### config.mk
export PLATFORM = sky130hd
export DESIGN_NAME = acfu_ctrl
export DESIGN_NICKNAME = d
export VERILOG_FILES = /design/src/design/adc_channel_average_filter_unit_macros.svh /design/src/design/acfu_pkg.sv /design/src/design/acfu_ctrl.sv
export SDC_FILE = /design/constraint.sdc
export NUM_CORES = 1
export LEC_CHECK = 0
export ABC_AREA = 1
export BUFFER_PORTS_ARGS = -buffer_cell sky130_fd_sc_hd__buf_2
export CAP_MARGIN = 20
export CORE_MARGIN = 1.5
export CORE_UTILIZATION = 46
export DETAILED_ROUTE_END_ITERATION = 8
export PLACE_DENSITY = 0.69
export REMOVE_ABC_BUFFERS = 1
export SLEW_MARGIN = 20
export SYNTH_ARGS = -nofsm -noshare
export SYNTH_HDL_FRONTEND = slang
export SYNTH_SLANG_ARGS = --single-unit
export TNS_END_PERCENT = 20
### constraint.sdc
create_clock -name clk -period 1.8 [get_ports clk]
set_input_delay 0.36 -clock clk [delete_from_list [all_inputs] [get_ports clk]]
set_output_delay 0.36 -clock clk [all_outputs]
set_load 0.03 [all_outputs]
### src/design/adc_channel_average_filter_unit_macros.svh
// Assertion macros for the ADC channel average filter.
// No dependencies; included by the top level only.
`ifndef ADC_CHANNEL_AVERAGE_FILTER_UNIT_MACROS_SVH
`define ADC_CHANNEL_AVERAGE_FILTER_UNIT_MACROS_SVH
`ifndef SYNTHESIS
`define ACFU_ASSERT_IMPL(lbl, a, b) \
	lbl: assert property (@(posedge clk) disable iff (!arst_n) (a) |-> (b)) \
		else $error("acfu: implication check failed");
`define ACFU_ASSERT_NEXT(lbl, a, b) \
	lbl: assert property (@(posedge clk) disable iff (!arst_n) (a) |=> (b)) \
		else $error("acfu: next-cycle check failed");
`else
`define ACFU_ASSERT_IMPL(lbl, a, b)
`define ACFU_ASSERT_NEXT(lbl, a, b)
`endif
`endif

### src/design/acfu_pkg.sv
// Shared types and constants of the ADC channel average filter.
// No dependencies.
package acfu_pkg;

	localparam int CH_W    = 4;
	localparam int TOTAL_W = 18;
	localparam int POS_W   = 7;
	localparam int BLK_MAX = 40;
	localparam int LEN_W   = 6;

	localparam logic [1:0] CFG_MODE   = 2'd0;
	localparam logic [1:0] CFG_WINDOW = 2'd1;
	localparam logic [1:0] CFG_BLKSEL = 2'd2;

	typedef struct packed {
		logic clr_step;
		logic accept;
		logic meta_eval;
		logic old_eval;
		logic load_step;
		logic sort_step;
		logic wb_step;
		logic div_start;
		logic div_finish;
		logic res_load;
	} acfu_cmd_t;

	typedef struct packed {
		logic clear_done;
		logic in_oor;
		logic blk_mode;
		logic blk_complete;
		logic load_done;
		logic sort_done;
		logic wb_done;
		logic div_done;
		logic out_free;
	} acfu_sts_t;

	function automatic logic [LEN_W-1:0] blk_len(input logic [1:0] sel);
		logic [LEN_W-1:0] r;
		case (sel)
			2'd0:    r = 6'd10;
			2'd1:    r = 6'd20;
			2'd2:    r = 6'd30;
			default: r = 6'd40;
		endcase
		return r;
	endfunction

	function automatic logic [LEN_W-1:0] blk_half(input logic [1:0] sel);
		logic [LEN_W-1:0] r;
		case (sel)
			2'd0:    r = 6'd5;
			2'd1:    r = 6'd10;
			2'd2:    r = 6'd15;
			default: r = 6'd20;
		endcase
		return r;
	endfunction

	function automatic logic [LEN_W-1:0] blk_offset(input logic [1:0] sel);
		logic [LEN_W-1:0] r;
		case (sel)
			2'd0:    r = 6'd3;
			2'd1:    r = 6'd5;
			2'd2:    r = 6'd7;
			default: r = 6'd9;
		endcase
		return r;
	endfunction

endpackage

### src/design/acfu_ctrl.sv
// Controller state machine of the ADC channel average filter.
// Depends on acfu_pkg.
module acfu_ctrl import acfu_pkg::*; (
	input  logic      clk,
	input  logic      arst_n,
	input  logic      s_tvalid,
	input  acfu_sts_t sts,
	output acfu_cmd_t cmd,
	output logic      s_tready
);
	typedef enum logic [8:0] {
		ST_CLEAR = 9'b000000001,
		ST_IDLE  = 9'b000000010,
		ST_META  = 9'b000000100,
		ST_OLD   = 9'b000001000,
		ST_LOAD  = 9'b000010000,
		ST_SORT  = 9'b000100000,
		ST_WB    = 9'b001000000,
		ST_DIV   = 9'b010000000,
		ST_RES   = 9'b100000000
	} state_t;

	state_t state_q, state_d;

	always_comb begin
		state_d = state_q;
		cmd     = '0;
		case (state_q)
			ST_CLEAR: begin
				cmd.clr_step = 1'b1;
				if (sts.clear_done) state_d = ST_IDLE;
			end
			ST_IDLE: begin
				if (s_tvalid) begin
					cmd.accept = 1'b1;
					state_d    = sts.in_oor ? ST_RES : ST_META;
				end
			end
			ST_META: begin
				cmd.meta_eval = 1'b1;
				if (!sts.blk_mode) state_d = ST_OLD;
				else if (sts.blk_complete) state_d = ST_LOAD;
				else state_d = ST_RES;
			end
			ST_OLD: begin
				cmd.old_eval  = 1'b1;
				cmd.div_start = 1'b1;
				state_d       = ST_DIV;
			end
			ST_LOAD: begin
				cmd.load_step = 1'b1;
				if (sts.load_done) state_d = ST_SORT;
			end
			ST_SORT: begin
				cmd.sort_step = 1'b1;
				if (sts.sort_done) state_d = ST_WB;
			end
			ST_WB: begin
				cmd.wb_step = 1'b1;
				if (sts.wb_done) begin
					cmd.div_start = 1'b1;
					state_d       = ST_DIV;
				end
			end
			ST_DIV: begin
				if (sts.div_done) begin
					cmd.div_finish = 1'b1;
					state_d        = ST_RES;
				end
			end
			ST_RES: begin
				if (sts.out_free) begin
					cmd.res_load = 1'b1;
					state_d      = ST_IDLE;
				end
			end
			default: state_d = ST_IDLE;
		endcase
	end

	always_ff @(posedge clk or negedge arst_n) begin
		if (!arst_n) begin
			state_q <= ST_CLEAR;
		end else begin
			state_q <= state_d;
		end
	end

	assign s_tready = (state_q == ST_IDLE);
endmodule

==> After elaboration in Yosys (flattened, before gate mapping) <==
Index checks and enable logic that the tools add are counted.
{ "word_totals": {"output_inout_bits": 11, "reg_bits": 9, "wordCells": 43} }
{ "op_classes": {"n_mux": 25, "n_reduce_logical": 1, "n_eq_ne": 16} }
{ "op_table": {"columns": ["cell", "count"], "rows": [
  ["$mux 9", 10],
  ["$pmux 9 s9", 1],
  ["$ne 2x2->1 const B", 7],
  ["$mux 1", 13],
  ["$eq 9x1->1 const B", 1],
  ["$eq 9x2->1 const B", 1],
  ["$eq 9x3->1 const B", 1],
  ["$eq 9x4->1 const B", 1],
  ["$eq 9x5->1 const B", 1],
  ["$eq 9x6->1 const B", 1],
  ["$eq 9x7->1 const B", 1],
  ["$eq 9x8->1 const B", 1],
  ["$eq 9x9->1 const B", 1],
  ["$reduce_and 7->1", 1],
  ["$pmux 1 s2", 1]
]} }

==> Depth between registers and ports, before layout <==
Gate-level depths: netlist of the first run.
{ "logic_depth": {"depth_word": 3, "mapped_depth": 10, "depth_no_buf": 10} }

==> Worst setup path after synthesis of the first run <==
OpenSTA, ideal clock, no wires.
{ "synth_timing": {"path_kind": "reg-to-output", "start": "register state_q[0]", "end": "output cmd[9] (netlist name)", "path_stages_with_launch": 3, "required_time_ps": 1440, "arrival_time_ps": 1603, "path_buffers": 0, "setup_slack_ps": -163, "cell_sequence": "dfstp_2 -> inv_1 -> nor4_1"} }
{ "synth_rtl": {"columns": ["element", "line_no", "rtl"], "rows": [
  ["start, declared", "acfu_ctrl.sv:23", "state_t state_q, state_d;"],
  ["start signal, assigned", "acfu_ctrl.sv:85", "state_q <= state_d;"],
  ["end, declared", "acfu_ctrl.sv:8", "output acfu_cmd_t cmd,"]
]} }

==> impl_metrics.tcl, run 1 <==
set metrics [dict create \
    status "complete, but fails checks" \
    violations "negative setup slack" \
    cp-endpoint "cmd[2]" \
    drt-total-wl_um 1957 \
    grt_util_met1_pct 29.41 \
    place_congestion 0.9090 \
    crit_fanout 8 \
    final-setup-viol-count 9 \
    die_w_um 42.58 \
    grt.total_usage_pct 24.00 \
    slew_headroom_pct 79.14 \
    met3_usage_pct 3.448 \
    grt_pass1_wl_um 3215 \
    rows 14 \
    regMostFlops "state_q" \
    drv_slew 0 \
    synth_xor_area_share_pct 0 \
    cts_tree "done" \
    final_common_cell "inv_1" \
    power_w 0.001286 \
    grt_overflow 0 \
    gr-usage-met2_pct 41.54 \
    largest_register_ff_count 9 \
    synth_fa_ha_area_share_pct 0 \
    antenna_found_initial 0 \
    pwr_density_cell_nw_per_um2 1235 \
    pin_count 23 \
    grt_pass1_vias 759 \
    numClockSinks 9 \
    layout_common_cells "inv_1, nand2_1, nor2_1" \
    reg_top3 "state_q x9" \
    yosysTopAreaCellShare_pct 27.78 \
    rr_endpoint "state_q[8]" \
    drt_pass1_iterations 4 \
    drc 0 \
    ir_drop_mv 0.8818 \
    drt_iter0_drc 37 \
    syn2layout_area_growth_pct 44.44 \
    cp_data_required_time_ns 1.44 \
    die_y_um 42.58 \
    r2r_cells 12 \
    synthDistinctLibCells 19 \
    hold_path_depth 2 \
    cts_max_level 1 \
    core_area_um2 1489 \
    grt_max_degree 10 \
    wl_per_cell_um 12.46 \
    yosysTopAreaCell "dfrtp_1" \
    synth.area.top_cells "dfrtp_1, inv_1, nand2_1, nor2_1, nand3_1" \
    final.setup_skew_ns 0.001672 \
    nFillCells 125 \
    cts_buffers 3 \
    clkTransAtPathRegs_ns 0.07 \
    start_util_pct 48.40 \
    cap_violations 0 \
    hold_violations 0 \
    vias 808 \
    r2r_start "state_q[2]" \
    insertion_delay_ns 0.27 \
    ys_ff_latch 9 \
    synth_compound_area_share_pct 4.340 \
    min-delay-start "sts[7]" \
    fmax_mhz 503.0 \
    avgSynthCellArea_um2 6.673 \
    hold_path_class "primary input to register" \
    yosysSeqAreaShare_pct 31.42 \
    p_leak_nw 0.6030 \
    startpoint_type "register" \
    reg2reg_slack_ns 0.12 \
    holdWs_ns 0.2614 \
    diodes 0 \
    crit_path_end_kind "output pin" \
    crit_arrival_ns 1.63 \
    dieArea_um2 1813 \
    port_buffers 22 \
    min_period_ns 1.988 \
    critPathLaunch "state_q[2]" \
    fin_crit_sh_pct 110.5 \
    clock_path_buffers 2 \
    clock-root-buffer "clkbuf_4" \
    hpwlAfterDp_um 1446 \
    synthMuxAreaShare_pct 0 \
    rsz0062_at_grt "true" \
    yosys_warnings 0 \
    worst_slack_ns -0.1882 \
    final_net_count 154 \
    drtAntennaViolNets 0 \
    synth_top_family_by_area "simple AND/OR/NAND/NOR gates" \
    worst_pin_slew_ns 0.3104 \
    path_class "register to output pin" \
    drive_gt1_share_pct 43.26 \
    syn_inst 108 \
    netlist_area_um2 720.7 \
    synthSimpleGateAreaFrac_pct 50.69 \
    viasPerCell 5.146 \
    grt.busiest_layer "met2" \
]
[power breakdown]
part	internal (W)	total [W]	switching, W
clock	0.0000858	0.000164	0.0000782
combinational	0.000311	0.000840	0.000529
sequential	0.000239	0.000282	0.0000430
[critical path: stages (launching register included)]
cell and delay [ns]:
dfrtp_1 0.42, nor2_4 0.16, nand2_4 0.10, nor2_8 0.16
nand3_1 0.12, nand2_2 0.11, nor2_4 0.04, nand2_4 0.07
nor2_4 0.03, buf_6 0.13
[metrics by stage]
stage	instances	instance area (µm²)	setup slack, ns	setup TNS (ns)	utilization [%]
CTS	157	993.5	-0.1690	-0.3300	66.72
finish	157	1041	-0.1882	-0.5148	69.92
global route	157	1041	-0.2500	-1.120	69.92
detailed placement	149	873.3	0.02790	0	58.66
floorplan	108	720.7	-0.1628	-0.6266	-
global placement	149	873.3	0.06217	0	58.66
[per-layer routing]
layer	up-vias	routed length, µm	share of wire, %
li1	392	-	-
met1	366	829	42
met2	46	924	47
met3	4	158	8.1
met4	0	44	2.2
met5	-	0	0
[layout make-up]
type	count	area (µm²)	area share [%]
Multi-Input combinational cell	73	467.9	44.95
Sequential cell	9	226.5	21.75
Timing Repair Buffer	29	202.7	19.47
Inverter	26	97.59	9.375
Clock buffer	4	26.28	2.524
Tap cell	16	20.02	1.923
[how the worst min path moves through the flow]
| stage | to |
|---|---|
| after floorplan | state_q[1] |
| after global placement | state_q[8] |
| after detailed placement | state_q[1] |
| after CTS | state_q[2] |
| after global routing | state_q[2] |
| final | state_q[2] |
[synthesized netlist by cell type (all sizes together)]
library cell,n
dfrtp,8
o21ai,4
nor4,3
inv,26
dfstp,1
nand3,12
o21bai,1
nor2,26
nand2,26
nor3,1
[repair_timing]
action | in CTS | in global routing
cloned | 0 | 0
pin swaps | 7 | 2
endpoints found under the setup margin | 8 | 11
gates resized for setup | 18 | 14
hold endpoints to repair | 8 | 0
hold buffers | 1 | 0
setup buffers | 3 | 0
[kinds of logic (layout without fill, tap and decap cells)]
kind of cell,count (synthesis),in the layout
AND/OR/NAND/NOR,68,68
AO/OA/AOI/OAI,5,5
flip-flops,9,9
buffers and inverters,26,59
Note: power is estimated with default switching activity, not from simulation.
==> run 2, diff against run 1 <==
--- a/config.mk
+++ b/config.mk
@@ -9,9 +9,9 @@
 export BUFFER_PORTS_ARGS = -buffer_cell sky130_fd_sc_hd__buf_2
 export CAP_MARGIN = 20
 export CORE_MARGIN = 1.5
-export CORE_UTILIZATION = 46
+export CORE_UTILIZATION = 40
 export DETAILED_ROUTE_END_ITERATION = 8
-export PLACE_DENSITY = 0.69
+export PLACE_DENSITY = 0.61
 export REMOVE_ABC_BUFFERS = 1
 export SLEW_MARGIN = 20
 export SYNTH_ARGS = -nofsm -noshare
==> run 2 against run 1 <==
- the flow still finishes with violations (negative setup slack)
- sequential power about the same
- first-iteration DRC count down 41%
- total power up 3.8%
- core utilization down 6.3 points
- design area up 4.3%
- cell count up 7.6%
- die area up 14%
- clock-buffer cell count unchanged
- clock skew about the same
- via count down 2.6%
- critical path type unchanged
- critical endpoint unchanged
==> impl_metrics.tcl, run 2 (synthesis gave the netlist of run 1 again) <==
set metrics [dict create \
    drc 0 \
    worst_pin_slew_ns 0.3061 \
    pwr-share-clk_pct 11.8 \
    grt_overflow 0 \
    swShare_pct 47.92 \
    cp_cell_sequence "inv_2 -> nand2_4 -> nor2_8 -> nand3_4 -> nand2_2 -> nor2_4 -> nand2_4 -> nor2_2 -> buf_6" \
    clock_path_buffers 2 \
    hpwlAfterDp_um 1411 \
    drtAntennaViolNets 0 \
    worst-path-buf-inv 2 \
    startpoint_type "register" \
    ir_drop_mv 0.9916 \
    diodes 0 \
    dieArea_um2 2065 \
    crit_arrival_ns 1.62 \
    cts_max_level 1 \
    syn2layout_area_growth_pct 50.69 \
    grt_max_degree 10 \
    crit_fanout 8 \
    drive_gt1_share_pct 47.22 \
    final_net_count 157 \
    core_area_um2 1708 \
    clkTransAtPathRegs_ns 0.06 \
    seq_power_share_pct 21.2 \
    clock-root-buffer "clkbuf_4" \
    min_period_ns 1.985 \
    status "complete, but fails checks" \
    drv_slew 0 \
    nFillCells 158 \
    power_switching_w 0.0006397 \
    numClockSinks 9 \
    grt.total_usage_pct 20.43 \
    drt-total-wl_um 1896 \
    p_int_w 0.0006952 \
    cts_buffers 3 \
    cp_slowest_cell "dfstp_2" \
    pwr_density_cell_nw_per_um2 1229 \
    violations "negative setup slack" \
    largest_register_ff_count 9 \
    grt_pass1_vias 722 \
    final.setup_skew_ns 0.002096 \
    crit_family "simple AND/OR/NAND/NOR gates" \
    layout_common_cells "inv_1, nand2_1, buf_4" \
    crit_path_end_kind "output pin" \
    place_congestion 0.9044 \
    final_common_cell "inv_1" \
    combPwrFrac_pct 67.0 \
    drt_pass1_iterations 4 \
    cp_data_required_time_ns 1.44 \
    final-setup-viol-count 6 \
    insertion_delay_ns 0.26 \
    setup_tns_ns -0.5267 \
    regMostFlops "state_q" \
    drt_iter0_drc 22 \
    cpMostUsedCell "nand2_4" \
    die_w_um 45.45 \
    rows 15 \
    antenna_found_initial 0 \
    hold_violations 0 \
    wl_per_cell_um 11.22 \
    die_y_um 45.45 \
    cap_violations 0 \
    cts_tree "done" \
    hold_path_class "primary input to register" \
    start_util_pct 42.20 \
    fin_crit_sh_pct 110.3 \
    rsz0062_at_grt "true" \
    worst_slack_ns -0.1848 \
    slew_headroom_pct 79.43 \
    final-seq-area_um2 226.5 \
    viasPerCell 4.657 \
    vias 787 \
    grt_pass1_wl_um 2994 \
    reg_top3 "state_q x9" \
    multiInputGateArea_um2 480.5 \
    port_buffers 22 \
    path_class "register to output pin" \
    dp_slack_ns 0.03735 \
    slowest_delay_ns 0.55 \
    fmax_mhz 503.8 \
    p_leak_nw 0.6166 \
    pin_count 23 \
]
-- run 2: changes by cell type in the layout (fill, tap and decap cells not counted), moves of 2 or more --
| cell | change |
|---|---|
| buf_4 | +4 |
| nand3_4 | +2 |
| nor2_1 | -3 |
| nor2_2 | +3 |
-- run 2: metrics by stage --
step | total power [W] | hold slack (ns) | cell area [µm²] | util, % | instances
final | 0.001335 | 0.2689 | 1086 | 63.59 | 169
after floorplan | 0.0008001 | 0.06441 | 720.7 | - | 108
after global placement | 0.0009633 | 0.2216 | 884.6 | 51.79 | 158
after global routing | 0.001422 | 0.2635 | 1086 | 63.59 | 169
after detailed placement | 0.0009669 | 0.2250 | 884.6 | 51.79 | 158
after CTS | 0.001188 | 0.2659 | 983.4 | 57.58 | 165
-- run 2: path summary, 6_finish.rpt --
kind | startpoint | cells past startpoint | slack (ns) | endpoint
max | state_q[0] | 9 | -0.18 | cmd[2]
min | sts[7] | 2 | 0.27 | state_q[2]
max reg2reg | state_q[3] | 11 | 0.09 | state_q[5]
min reg2reg | state_q[1] | 3 | 0.61 | state_q[0]
max in group asynchronous | arst_n | 2 | 1.06 | state_q[0]
min in group asynchronous | arst_n | 2 | 0.50 | state_q[2]
-- run 2: routing by layer --
layer	up-vias	part of all wire [%]	GRT usage (%)
met4	0	2.5	13.53
met5	-	0	0
met3	6	4.3	1.984
met2	28	47	29.86
met1	353	46	28.36
li1	400	-	-
-- run 2: power by group through the flow --
stage | logic, W | registers (W) | clock network [W]
after global routing | 0.000961 | 0.000287 | 0.000174
after detailed placement | 0.000687 | 0.000279 | 0
after global placement | 0.000686 | 0.000278 | 0
after floorplan | 0.000528 | 0.000272 | 0
after CTS | 0.000752 | 0.000276 | 0.000161
final | 0.000895 | 0.000283 | 0.000157
-- run 2: layout make-up --
cell class | instances | share of cell area (%)
clock buffers | 4 | 2.419
inverters | 26 | 8.986
multi-input cells | 73 | 44.24
flip-flops and latches | 9 | 20.85
well taps | 25 | 2.880
repair buffers | 32 | 20.62
-- run 2: timing repair --
action	4_1_cts	5_1_grt
endpoints found under the setup margin	7	10
hold endpoints to repair	8	0
setup buffers	2	4
hold buffers	1	0
pin swaps	7	12
resized for setup	14	24
-- run 2: worst register-to-register path, stage by stage, from the launching register on --
cell	delay [ns]
dfrtp_1	0.42
nor2_4	0.16
nand2_4	0.10
nor2_4	0.18
nand2_4	0.08
nor2_4	0.13
nor2_4	0.06
buf_4	0.12
buf_4	0.12
buf_4	0.12
nand3_1	0.07
nand2_1	0.05
==> run 3, diff against run 2 <==
--- a/config.mk
+++ b/config.mk
@@ -9,10 +9,11 @@
 export BUFFER_PORTS_ARGS = -buffer_cell sky130_fd_sc_hd__buf_2
 export CAP_MARGIN = 20
 export CORE_MARGIN = 1.5
-export CORE_UTILIZATION = 40
+export CORE_UTILIZATION = 45
 export DETAILED_ROUTE_END_ITERATION = 8
-export PLACE_DENSITY = 0.61
+export PLACE_DENSITY = 0.68
 export REMOVE_ABC_BUFFERS = 1
+export SKIP_CTS_REPAIR_TIMING = 1
 export SLEW_MARGIN = 20
 export SYNTH_ARGS = -nofsm -noshare
 export SYNTH_HDL_FRONTEND = slang
==> run 3 against run 2 <==
- the run still ends with negative setup slack left
- critical path depth stayed put
- total power down 1.3%
- sequential cell count unchanged
- non-clock buffer count grew 1
- clock skew is 0.0015 ns higher
- global-route usage increased by 1.9 points
- hold slack got worse by 0.015 ns
- cell count decreased by 4.7%
- largest cell class unchanged
==> impl_metrics.tcl, run 3 (synthesis gave the netlist of run 1 again) <==
set metrics [dict create \
    status "complete, but fails checks" \
    violations "negative setup slack" \
    place_congestion 0.9499 \
    numClockSinks 9 \
    rsz0062_at_grt "true" \
    crit_arrival_ns 1.64 \
    antenna_found_initial 0 \
    r2r_cells 11 \
    insertion_delay_ns 0.27 \
    regMostFlops "state_q" \
    r2r_start "state_q[4]" \
    drtAntennaViolNets 0 \
    ir_drop_mv 1.070 \
    multiInputGateArea_um2 466.7 \
    grt.total_usage_pct 22.36 \
    final_area_um2 1080 \
    fin_crit_sh_pct 111.3 \
    slew_headroom_pct 79.63 \
    cts_buffers 3 \
    final.setup_skew_ns 0.003569 \
    path_class "register to output pin" \
    diodes 0 \
    die_w_um 43.02 \
    cp_data_required_time_ns 1.44 \
    port_buffers 22 \
    dieArea_um2 1851 \
    clock-root-buffer "clkbuf_4" \
    grt_overflow 0 \
    final-seq-area_um2 226.5 \
    highest_layer "met4" \
    cts_tree "done" \
    rows 14 \
    drt_iter0_drc 18 \
    pin_count 23 \
    hold_path_depth 2 \
    grt_pass1_vias 691 \
    final-setup-viol-count 4 \
    grt_max_degree 10 \
    hold_path_class "primary input to register" \
    hpwlAfterDp_um 1440 \
    hold_violations 0 \
    cts_max_level 1 \
    drive_gt1_share_pct 46.21 \
    startpoint_type "register" \
    fmax_mhz 499.3 \
    pwr_density_cell_nw_per_um2 1221 \
    grt_pass1_wl_um 2987 \
    final_common_cell "inv_1" \
    drc 0 \
    crit_fanout 3 \
    crit_path_end_kind "output pin" \
    drt_pass1_iterations 4 \
    reg_top3 "state_q x9" \
    holdWs_ns 0.2543 \
    core_area_um2 1506 \
    worst_pin_slew_ns 0.3028 \
    viasPerCell 4.752 \
    rr_endpoint "state_q[8]" \
    met3_length_um 84 \
    drv_slew 0 \
    largest_register_ff_count 9 \
    critPathLaunch "state_q[0]" \
    nFillCells 128 \
    final_net_count 158 \
    wl_met2_um 920 \
    whs_endpoint "state_q[2]" \
    vias 765 \
    reg2reg_slack_ns 0.21 \
    clock_path_buffers 2 \
    min-delay-start "sts[7]" \
    start_util_pct 47.84 \
    syn2layout_area_growth_pct 49.83 \
    die_y_um 43.02 \
    cap_violations 0 \
    met1_length_um 843 \
    min_period_ns 2.003 \
    clkTransAtPathRegs_ns 0.06 \
    layout_common_cells "inv_1, nor2_1, nand2_1, buf_2, buf_4" \
    p_leak_nw 0.6395 \
    placed_area_um2 880.8 \
    wl_per_cell_um 11.80 \
    drt-total-wl_um 1899 \
    worst_slack_ns -0.2030 \
]
## run 3: cell types whose count changed in the layout (fill, tap and decap cells not counted), sizes merged
cell,before,now
buf,30,32
clkbuf,5,4
## run 3: worst max path at each step
stage | slack, ns | cells after the start | to
after floorplan | -0.16 | 2 | cmd[9]
after global placement | 0.07 | 9 | cmd[2]
after detailed placement | 0.02 | 9 | cmd[2]
after CTS | -0.28 | 9 | cmd[2]
after global routing | -0.26 | 9 | cmd[2]
final | -0.20 | 9 | cmd[2]
## run 3: critical path, stage by stage, from the launching register on
cell	delay (ns)
dfstp_2	0.56
nor2_1	0.05
nand2_1	0.10
nor2_1	0.05
nand3_1	0.10
nand2_2	0.08
nor2_4	0.14
nand2_4	0.07
nor2_4	0.10
buf_6	0.13
## run 3: final cells by class
class,instances,share of cell area (%)
inverters,26,9.038
well taps,16,1.854
multi-input cells,73,43.22
repair buffers,33,22.48
flip-flops and latches,9,20.97
clock buffers,4,2.433
## run 3: through the flow
stage / total power [W] / instances / setup WS (ns) / setup TNS (ns) / util, %
after floorplan: 0.0008001 / 108 / -0.1628 / -0.6266 / -
after global placement: 0.0009567 / 150 / 0.06952 / 0 / 58.47
after detailed placement: 0.0009636 / 150 / 0.02302 / 0 / 58.47
after CTS: 0.001122 / 154 / -0.2768 / -0.4048 / 60.22
after global routing: 0.001401 / 161 / -0.2579 / -0.8884 / 71.68
final: 0.001318 / 161 / -0.2030 / -0.3790 / 71.68
## run 3: report_power, final
group          internal (W)  switching (W)
combinational      0.000357       0.000527
clock             0.0000857      0.0000754
sequential         0.000239      0.0000334
total              0.000682       0.000636
## run 3: metal layers
metal,up-vias,track usage (%)
li1,399,-
met1,331,30.05
met2,30,34.55
met3,5,2.553
met4,0,12.73
met5,-,0
